--- config.mk ---
export PLATFORM = sky130hd
export DESIGN_NAME = lru_key_value_cache
export DESIGN_NICKNAME = d
export VERILOG_FILES = /design/src/hw/rtl/lkv_pkg.sv /design/src/hw/rtl/lkv_cell.sv /design/src/hw/rtl/lru_key_value_cache.sv
export VERILOG_INCLUDE_DIRS = /design/src /design/src/hw/rtl
export SDC_FILE = /design/constraint.sdc
export NUM_CORES = 2
export LEC_CHECK = 0
export BUFFER_PORTS_ARGS = -buffer_cell sky130_fd_sc_hd__buf_2
export CORE_ASPECT_RATIO = 1.75
export CORE_UTILIZATION = 35
export DETAILED_ROUTE_END_ITERATION = 12
export PLACE_DENSITY_LB_ADDON = 0.2
export RECOVER_POWER = 50
export SYNTH_ARGS = -nofsm -noshare
export SYNTH_HDL_FRONTEND = slang
export SYNTH_SLANG_ARGS = --single-unit
--- constraint.sdc ---
create_clock -name clk -period 7.5 [get_ports clk]
set_input_delay 1.5 -clock clk [delete_from_list [all_inputs] [get_ports clk]]
set_output_delay 1.5 -clock clk [all_outputs]
set_load 0.05 [all_outputs]
--- src/hw/rtl/assert_macros.svh ---
// Assertion macros shared by the cache RTL.
// Needs a clk and an active-low rst_n in the scope where a macro is used.
`ifndef ASSERT_MACROS_SVH
`define ASSERT_MACROS_SVH

// expr must hold at every clock edge out of reset
`define ASSERT_ALWAYS(label, expr, msg) \
    label: assert property (@(posedge clk) disable iff (!rst_n) (expr)) else $error(msg);

// when ante holds, cons must hold in the same cycle
`define ASSERT_IMPL(label, ante, cons, msg) \
    label: assert property (@(posedge clk) disable iff (!rst_n) (ante) |-> (cons)) \
        else $error(msg);

`endif

--- src/hw/rtl/lkv_pkg.sv ---
// Shared sizes, codes and inter-module structs of the LRU key-value cache.
// No dependencies.
`default_nettype none

package lkv_pkg;

    localparam int ENTRIES    = 16;
    localparam int KEY_BITS   = 32;
    localparam int VALUE_BITS = 32;
    localparam int CAP_BITS   = 5;
    localparam int IDX_BITS   = $clog2(ENTRIES);
    localparam int CNT_BITS   = $clog2(ENTRIES + 1);
    localparam int CMP_BITS   = (CAP_BITS > CNT_BITS) ? CAP_BITS : CNT_BITS;

    localparam logic [CAP_BITS-1:0] CAP_RESET = CAP_BITS'(16);

    // update operation broadcast to the cells
    localparam logic [1:0] OP_NONE    = 2'd0;
    localparam logic [1:0] OP_PROMOTE = 2'd1;
    localparam logic [1:0] OP_INSERT  = 2'd2;

    localparam logic ACT_GET = 1'b0;
    localparam logic ACT_PUT = 1'b1;

    typedef struct packed {
        logic                  look;    // capture key compare
        logic                  upd;     // apply op this cycle
        logic [1:0]            op;
        logic                  is_put;
        logic                  evict;
        logic [IDX_BITS-1:0]   pivot;   // rank of the hit entry
        logic [IDX_BITS-1:0]   victim;  // rank of the least recent entry
        logic [KEY_BITS-1:0]   key;
        logic [VALUE_BITS-1:0] value;
    } cmd_t;

    // handed from cell to cell along the row
    typedef struct packed {
        logic                  found;
        logic [IDX_BITS-1:0]   rank;
        logic [VALUE_BITS-1:0] value;
        logic                  take;    // no free slot claimed yet
    } chain_t;

endpackage

`default_nettype wire

--- src/hw/rtl/lkv_cell.sv ---
// One cache entry: key, value, valid and recency rank, plus its link in the row.
// Depends on lkv_pkg.
`default_nettype none

module lkv_cell (
    input  wire logic           clk,
    input  wire logic           rst_n,
    input  wire lkv_pkg::cmd_t  cmd,
    input  wire lkv_pkg::chain_t chain_in,
    output lkv_pkg::chain_t     chain_out,
    output logic                match
);

    logic [lkv_pkg::KEY_BITS-1:0]   key_reg;
    logic [lkv_pkg::VALUE_BITS-1:0] value_reg, value_next;
    logic                           valid_reg, valid_next;
    logic [lkv_pkg::IDX_BITS-1:0]   rank_reg, rank_next;
    logic                           match_reg;
    logic                           free_here;
    logic                           target;
    logic                           write_key;

    assign match = match_reg;

    assign free_here = chain_in.take & ~valid_reg;
    assign target    = cmd.evict ? (valid_reg && rank_reg == cmd.victim) : free_here;

    always_comb
    begin
        chain_out.found = chain_in.found | match_reg;
        chain_out.rank  = chain_in.rank | (match_reg ? rank_reg : '0);
        chain_out.value = chain_in.value | (match_reg ? value_reg : '0);
        chain_out.take  = chain_in.take & valid_reg;
    end

    always_comb
    begin
        valid_next = valid_reg;
        rank_next  = rank_reg;
        value_next = value_reg;
        write_key  = 1'b0;
        if (cmd.upd)
        begin
            case (cmd.op)
                lkv_pkg::OP_PROMOTE:
                begin
                    if (match_reg)
                    begin
                        rank_next = '0;
                        if (cmd.is_put)
                            value_next = cmd.value;
                    end
                    else if (valid_reg && rank_reg < cmd.pivot)
                        rank_next = rank_reg + 1'b1;
                end
                lkv_pkg::OP_INSERT:
                begin
                    if (target)
                    begin
                        valid_next = 1'b1;
                        rank_next  = '0;
                        value_next = cmd.value;
                        write_key  = 1'b1;
                    end
                    else if (valid_reg)
                        rank_next = rank_reg + 1'b1;
                end
                default:
                begin
                end
            endcase
        end
    end

    always_ff @(posedge clk or negedge rst_n)
    begin
        if (!rst_n)
        begin
            valid_reg <= 1'b0;
            rank_reg  <= '0;
        end
        else
        begin
            valid_reg <= valid_next;
            rank_reg  <= rank_next;
        end
    end

    always_ff @(posedge clk)
    begin
        value_reg <= value_next;
        if (write_key)
            key_reg <= cmd.key;
        if (cmd.look)
            match_reg <= valid_reg && (key_reg == cmd.key);
    end

endmodule

`default_nettype wire

--- src/hw/rtl/lru_key_value_cache.sv ---
// Top level of the LRU key-value cache: control sequencer and the row of entry cells.
// Depends on lkv_pkg, lkv_cell and assert_macros.svh.
//
//   channel   signals                          direction  handshake
//   request   start, action, key, value        in         start & !busy
//   result    result_strobe, hit, read_value   out        strobe, one cycle
//   config    cfg_valid, cfg_data, cfg_ready   in         valid & ready
//
// An item passes capture, a key compare registered in every cell, then the resolve
// along the cell row and the update; busy holds off the next item until the update is done.
// The result strobe comes in the cycle after the update; the receiver cannot stall.
// Reset empties the cache and sets capacity to 16; cfg_ready is always high.
`default_nettype none

module lru_key_value_cache (
    input  wire logic                           clk,
    input  wire logic                           rst_n,
    input  wire logic                           start,
    output logic                                busy,
    input  wire logic                           action,
    input  wire logic [lkv_pkg::KEY_BITS-1:0]   key,
    input  wire logic [lkv_pkg::VALUE_BITS-1:0] value,
    output logic                                result_strobe,
    output logic                                hit,
    output logic [lkv_pkg::VALUE_BITS-1:0]      read_value,
    input  wire logic                           cfg_valid,
    output logic                                cfg_ready,
    input  wire logic [lkv_pkg::CAP_BITS-1:0]   cfg_data
);

    localparam logic [1:0] S_IDLE = 2'd0;
    localparam logic [1:0] S_LOOK = 2'd1;
    localparam logic [1:0] S_UPD  = 2'd2;

    logic [1:0]                       state_reg, state_next;
    logic                             act_reg;
    logic [lkv_pkg::KEY_BITS-1:0]     key_reg;
    logic [lkv_pkg::VALUE_BITS-1:0]   value_reg;
    logic [lkv_pkg::CAP_BITS-1:0]     capacity_reg;
    logic [lkv_pkg::CNT_BITS-1:0]     count_reg, count_next;
    logic [lkv_pkg::CNT_BITS-1:0]     victim_full;
    logic [lkv_pkg::CMP_BITS-1:0]     cap_ext, eff_cap, count_ext;
    logic                             strobe_reg;
    logic                             hit_reg;
    logic [lkv_pkg::VALUE_BITS-1:0]   read_value_reg;
    logic                             found;
    logic                             evict;
    logic                             accept;

    lkv_pkg::cmd_t                    cmd;
    lkv_pkg::chain_t                  chain [lkv_pkg::ENTRIES+1];
    logic [lkv_pkg::ENTRIES-1:0]      match_vec;

    assign busy          = (state_reg != S_IDLE);
    assign accept        = start & ~busy;
    assign cfg_ready     = 1'b1;
    assign result_strobe = strobe_reg;
    assign hit           = hit_reg;
    assign read_value    = read_value_reg;

    assign chain[0] = '{found: 1'b0, rank: '0, value: '0, take: 1'b1};

    for (genvar i = 0; i < lkv_pkg::ENTRIES; i++)
    begin : g_cell
        lkv_cell u_cell (
            .clk       (clk),
            .rst_n     (rst_n),
            .cmd       (cmd),
            .chain_in  (chain[i]),
            .chain_out (chain[i+1]),
            .match     (match_vec[i])
        );
    end

    assign found = chain[lkv_pkg::ENTRIES].found;

    // capacity zero acts as one, above the entry count it saturates
    always_comb
    begin
        cap_ext   = lkv_pkg::CMP_BITS'(capacity_reg);
        count_ext = lkv_pkg::CMP_BITS'(count_reg);
        if (cap_ext == '0)
            eff_cap = lkv_pkg::CMP_BITS'(1);
        else if (cap_ext > lkv_pkg::CMP_BITS'(lkv_pkg::ENTRIES))
            eff_cap = lkv_pkg::CMP_BITS'(lkv_pkg::ENTRIES);
        else
            eff_cap = cap_ext;
    end

    assign evict       = (count_ext >= eff_cap);
    assign victim_full = count_reg - lkv_pkg::CNT_BITS'(1);

    always_comb
    begin
        cmd.look   = (state_reg == S_LOOK);
        cmd.upd    = (state_reg == S_UPD);
        cmd.is_put = (act_reg == lkv_pkg::ACT_PUT);
        cmd.evict  = evict;
        cmd.pivot  = chain[lkv_pkg::ENTRIES].rank;
        cmd.victim = victim_full[lkv_pkg::IDX_BITS-1:0];
        cmd.key    = key_reg;
        cmd.value  = value_reg;
        if (found)
            cmd.op = lkv_pkg::OP_PROMOTE;
        else if (act_reg == lkv_pkg::ACT_PUT)
            cmd.op = lkv_pkg::OP_INSERT;
        else
            cmd.op = lkv_pkg::OP_NONE;
    end

    always_comb
    begin
        state_next = state_reg;
        count_next = count_reg;
        case (state_reg)
            S_IDLE:
            begin
                if (accept)
                    state_next = S_LOOK;
            end
            S_LOOK:
                state_next = S_UPD;
            S_UPD:
            begin
                state_next = S_IDLE;
                if (cmd.op == lkv_pkg::OP_INSERT && !evict)
                    count_next = count_reg + 1'b1;
            end
            default:
                state_next = S_IDLE;
        endcase
    end

    always_ff @(posedge clk or negedge rst_n)
    begin
        if (!rst_n)
        begin
            state_reg    <= S_IDLE;
            count_reg    <= '0;
            capacity_reg <= lkv_pkg::CAP_RESET;
            strobe_reg   <= 1'b0;
        end
        else
        begin
            state_reg  <= state_next;
            count_reg  <= count_next;
            strobe_reg <= (state_reg == S_UPD);
            if (cfg_valid && cfg_ready)
                capacity_reg <= cfg_data;
        end
    end

    always_ff @(posedge clk)
    begin
        if (accept)
        begin
            act_reg   <= action;
            key_reg   <= key;
            value_reg <= value;
        end
        if (state_reg == S_UPD)
        begin
            hit_reg        <= found;
            read_value_reg <= (found && act_reg == lkv_pkg::ACT_GET)
                              ? chain[lkv_pkg::ENTRIES].value : '0;
        end
    end

`include "assert_macros.svh"

    // live keys are unique, so at most one cell can match
    `ASSERT_IMPL(a_one_match, state_reg == S_UPD, $onehot0(match_vec), "several cells matched")
    // an insert below capacity always finds a free cell
    `ASSERT_IMPL(a_free_slot, cmd.upd && cmd.op == lkv_pkg::OP_INSERT && !evict,
        !chain[lkv_pkg::ENTRIES].take, "insert without a free cell")
    `ASSERT_ALWAYS(a_count_max, count_reg <= lkv_pkg::CNT_BITS'(lkv_pkg::ENTRIES),
        "entry count above table size")
    `ASSERT_IMPL(a_strobe_src, strobe_reg, $past(state_reg) == S_UPD, "stray result strobe")

endmodule

`default_nettype wire
Word-level counts from Yosys, hierarchy flattened
Index checks and enable logic that the tools add are counted.

$add $sub $neg: 18. Bitwise logic cells: 93. Equal/unequal tests: 102. Multiplexer cells: 231. Magnitude comparators: 18. Reductions and logical operators: 104.

Operators by type and width (number): 2-to-1 mux 32 bit (49); one-hot mux 32 bit (2 select lines) (16); equality test 32 bit (16); OR 32 bit (15); 2-to-1 mux 4 bit (80); one-hot mux 4 bit (2 select lines) (16); != test 3 x 1 -> 1 bit (second input constant) (32); AND reduction 5 bit (16); adder 4 x 1 -> 4 bit (second input constant) (16); equality test 4 bit (16); less-than comparator 4 bit (16); 2-to-1 mux 1 bit (64); != test 2 x 1 -> 1 bit (second input constant) (32); AND reduction 4 bit (16); OR 4 bit (15); logical AND 1 bit (50); AND reduction 3 bit (16); bitwise AND 1 bit (30); NOT 1 bit (18); OR 1 bit (15); 2-to-1 mux 5 bit (2); 2-to-1 mux 2 bit (3); adder 5 x 1 -> 5 bit (second input constant) (1); >= comparator 5 bit (1); 11 further kinds (15).

Output and inout bits: 36. Input port bits: 74. Word-level logic and storage cells: 655. Flip-flop bits (word level): 1231.

Longest topological paths before layout
Depth after elaboration: 21. Mapped depth: 14. Depth with buffers taken out: 12.

By module
Synthesis repeated with hierarchy kept, for this count alone.

Cells, all modules: 3510. Area, all modules: 53374.9 sq um.

By module, submodules not included: lkv_cell (g_cell[13].u_cell ...) (area each 3091.7 sq um, seq. area each 2077.0 sq um, instances 12, cells an instance 206); lkv_cell (g_cell[0].u_cell ...) (area each 3095.5 sq um, seq. area each 2077.0 sq um, instances 4, cells an instance 208); lru_key_value_cache (area each 3892.5 sq um, seq. area each 3269.4 sq um, instances 1, cells an instance 206).

Least setup slack after synthesis
Ideal clock, no wire load.

Path kind: flip-flop to flip-flop. Start point: reg count_reg, in the netlist count_ext[0]. End point: reg g_cell[2].u_cell.value_reg[0] (netlist name) (enable). Stages on the path, launching flop included: 12. Period minus slack after synthesis: 5.573 ns. Buffers on the path: 4. Arrival time: 5.103 ns. Required time: 7.030 ns. Library setup time: 0.470 ns. Setup slack: 1.927 ns. Cells stage by stage: dfrtp_1 -> buf_6 -> buf_2 -> inv_1 -> ha_1 -> nand2b_1 -> a31oi_2 -> o21a_1 -> buf_4 -> buf_2 -> mux2_2 -> a211oi_1.

RTL lines: start: declaration (line lru_key_value_cache.sv:40) `logic [lkv_pkg::CNT_BITS-1:0] count_reg, count_next;`; start signal: assignment (line lru_key_value_cache.sv:146) `count_reg <= count_next;`; end signal: assignment (line lkv_cell.sv:91) `value_reg <= value_next;`; end: declaration (line lkv_cell.sv:15) `logic [lkv_pkg::VALUE_BITS-1:0] value_reg, value_next;`.

Final worst setup path
Start point: reg key_reg[0] (netlist name). End point: reg g_cell[1].u_cell.match_reg, data pin.

Longest elaborated chain between the ends: 2.

Ends and longest elaborated chain: start: declaration (line lru_key_value_cache.sv:37) `logic [lkv_pkg::KEY_BITS-1:0] key_reg;`; start signal: assignment (line lru_key_value_cache.sv:158) `key_reg <= key;`; equality test 32 bit (line lkv_cell.sv:95) `match_reg <= valid_reg && (key_reg == cmd.key);`; logical AND 1 bit (line lkv_cell.sv:95); end signal: assignment (line lkv_cell.sv:95); end: declaration (line lkv_cell.sv:18) `logic match_reg;`.

Every way passes these cells. A chain may end at the register's enable or synchronous reset.

==> results by group <==
Synth
  – EDFF count, synth: 1138
  – Sequential fraction of the synthesis area: 71.7%
  – Mapped Cells: 3226
  – Yosys warnings: 0
  – Post-Syn Area: 0.0509 mm^2
  – Syn Area/Cell: 15.8 um^2
  – Synthesized flop and latch total: 1231
  – Top FF cell, synth: edfxtp_1
  – Syn nets: around 3.3k
  – Synth cell types: 95
  – Ys async rst share: 7.55%

Run status
  – Outcome: finished with violations
  – Failing checks: capacitance limit, slew limit

Critical path
  – Crit Path Class: reg2reg
  – CP required: 7.87 ns
  – Setup crit end kind: flip-flop
  – Crit path DAT: about 5.3 ns
  – CP Max Fanout: 20
  – Crit path launch type: flip-flop

Cells and area
  – Fraction of layout cells with a size suffix above 1: 12.0%
  – Area delta synth->final: 13.2%
  – Final #Nets: 3501
  – Post-route cell area: 0.0576 mm^2
  – Layout Cells excl Fill: 5349

Power
  – PwrDens: 275 mW/mm^2
  – Peak supply drop: approximately 180 uV
  – Leak: 18.5 nW

Clock tree
  – CTS tree: done
  – Clock Latency Late Sink: about 0.76 ns
  – Clk sinks: ~1.2k
  – Hold buffer count at cts: 0
  – Total CTS buffers: roughly 110
  – Postcts setup bufs: 0
  – CTS max path bufs: 3
  – H-Tree Level Count: 3
  – Post_cts resized: 0
  – Root buffer cell: clkbuf_16
  – Clock transition at path regs: 0.06 ns

Drt
  – DRC violations left: 0
  – Via count: 29.1k
  – WL/cell: 27.7 um
  – Post-route ant nets: 0
  – Number of DRC markers in iteration 0: 2182
  – Number of vias per cell: 5.45
  – Total routed wirelength: about 150 mm
  – First drt pass iteration count: 6

STA
  – Least-Margin Pin Slew: between 3 and 4 ns
  – Fin. max-slew vios: 860
  – TNS Setup: 0 ns
  – Final setup fails: 0
  – Tcrit/Tclk final: 65.7%
  – Post-route minimum period: a little under 5 ns
  – RSZ-0062 raised after global routing: no
  – Slew HR: -107%
  – Max Freq: 0.203 GHz
  – Hold violation count in the final report: 0
  – Fin Clk Skew: about 0.055 ns

Global routing
  – Largest net degree at the start of global routing: 52
  – First-pass GRT wire length: approximately 210 mm
  – Gr ovfl total: 0
  – Vias in the first global route: 29.6k
  – Initial antenna violation count: 1
  – Total GRT Usage: 20.1%

Place
  – Post-place instance area: 0.0541 mm^2
  – Detailed Place HPWL: 90.1 mm
  – IO buf count: ~110
  – Gpl congestion: 0.908
  – DP Cell Count: 5132

Min path
  – Hold Crit Class: reg2reg

Floorplan
  – Die ar.: 0.147 mm^2
  – Die Wd: around 290 um
  – FP Rows: 184
  – IO Count: 110
  – Initial Utilization: 35.4%
  – Core area: ~0.14 mm^2
  – Die height: approximately 510 um

Job
  – MaxCap Viol Count: 34
[per-stage QoR]
step	setup slack, ns	hold slack, ns	total power, mW	utilization, %
after floorplan	1.93	0.440	9.41	-
after global placement	3.35	0.474	10.2	37.6
after detailed placement	3.31	0.479	10.2	37.6
after CTS	3.27	0.490	16.0	40.2
after global routing	2.38	0.497	16.4	40.0
final	2.57	0.482	15.9	40.0
[cell usage in the layout, fill, tap and decap left out, types with 66 or more instances in the layout]
master / synthesis / final
xor2_1: 86 / 86
clkbuf_1: 113 / 98
edfxtp_1: 1138 / 1138
nand3_1: 77 / 77
nor2_1: 77 / 66
xnor2_1: 483 / 483
a221oi_1: 102 / 102
clkbuf_16: 0 / 114
buf_2: 38 / 96
a22o_1: 105 / 105
nand4_1: 132 / 132
dfrtp_1: 92 / 92
a22oi_1: 86 / 86
buf_4: 6 / 71
[final cells by class]
class                           instances  area [um^2]
Fill cell                           13109        86300
Sequential cell                      1231        36500
Multi-Input combinational cell       1759        13700
Clock buffer                          155         3060
Tap cell                             1860         2330
Timing Repair Buffer                  229         1250
Clock inverter                         60          626
Inverter                               53          199
Antenna cell                            2         5.00
[power breakdown]
part | total [mW] | internal, mW | switching, mW
combinational | 1.82 | 0.625 | 1.19
clock | 5.81 | 3.21 | 2.60
sequential | 8.23 | 7.81 | 0.419
total | 15.9 | 11.6 | 4.21
[critical path, cell delays in order (launching register included)]
cell and delay (ns):
edfxtp_1 0.32, clkbuf_1 1.46, clkbuf_1 0.97, xnor2_1 0.21, nand4_1 0.12, nor4_1 0.32
nand4_1 0.14, nor4_1 0.99
[synth_stat cells (40+ instances only)]
master / count / share of area, %
and3_1: 40 / 0.49
a22o_1: 105 / 1.8
a21oi_1: 53 / 0.52
nor2_1: 77 / 0.57
o21ai_0: 49 / 0.48
xor2_1: 86 / 1.5
clkbuf_1: 113 / 0.83
dfrtp_1: 92 / 4.5
nor4_1: 57 / 0.70
inv_1: 52 / 0.38
nand4_1: 132 / 1.6
nand2_1: 60 / 0.44
xnor2_1: 483 / 8.3
nand3_1: 77 / 0.76
a22oi_1: 86 / 1.3
edfxtp_1: 1138 / 67
a31oi_1: 41 / 0.50
a221oi_1: 102 / 1.8
[layer usage]
metal / global-route usage, % / vias up / wire, um
met5: 0 / - / 0
met3: 2.30 / 278 / 5680
met4: 9.07 / 0 / 6510
li1: - / 12843 / -
met1: 22.4 / 15158 / 55900
met2: 37.9 / 847 / 79900
[kinds of logic after synthesis]
| group | Yosys count | share of synthesized area, % |
|---|---|---|
| AOI/OAI and AO/OA | 567 | 8.55 |
| DFF | 1231 | 71.7 |
| other | 1 | 0.00737 |
| muxes | 24 | 0.519 |
| xor gates and xnor gates | 582 | 10.4 |
| and+or+nand+nor | 544 | 5.91 |
| adders and majority gates | 41 | 0.998 |
| buffers and inverters | 236 | 1.94 |
[final timing paths]
path,from,slack (ns),endpoint,depth (start not counted)
max,key_reg[0],2.57,g_cell[1].u_cell.match,7
min,state_reg[1],0.48,state_reg[1],1
max reg2reg,key_reg[0],2.57,g_cell[1].u_cell.match,7
min reg2reg,state_reg[1],0.48,state_reg[1],1
max in group asynchronous,rst_n,3.93,g_cell[6].u_cell.rank_reg[0],2
min in group asynchronous,rst_n,1.60,g_cell[7].u_cell.rank_reg[0],1
Note: power is estimated with default switching activity, not from simulation.
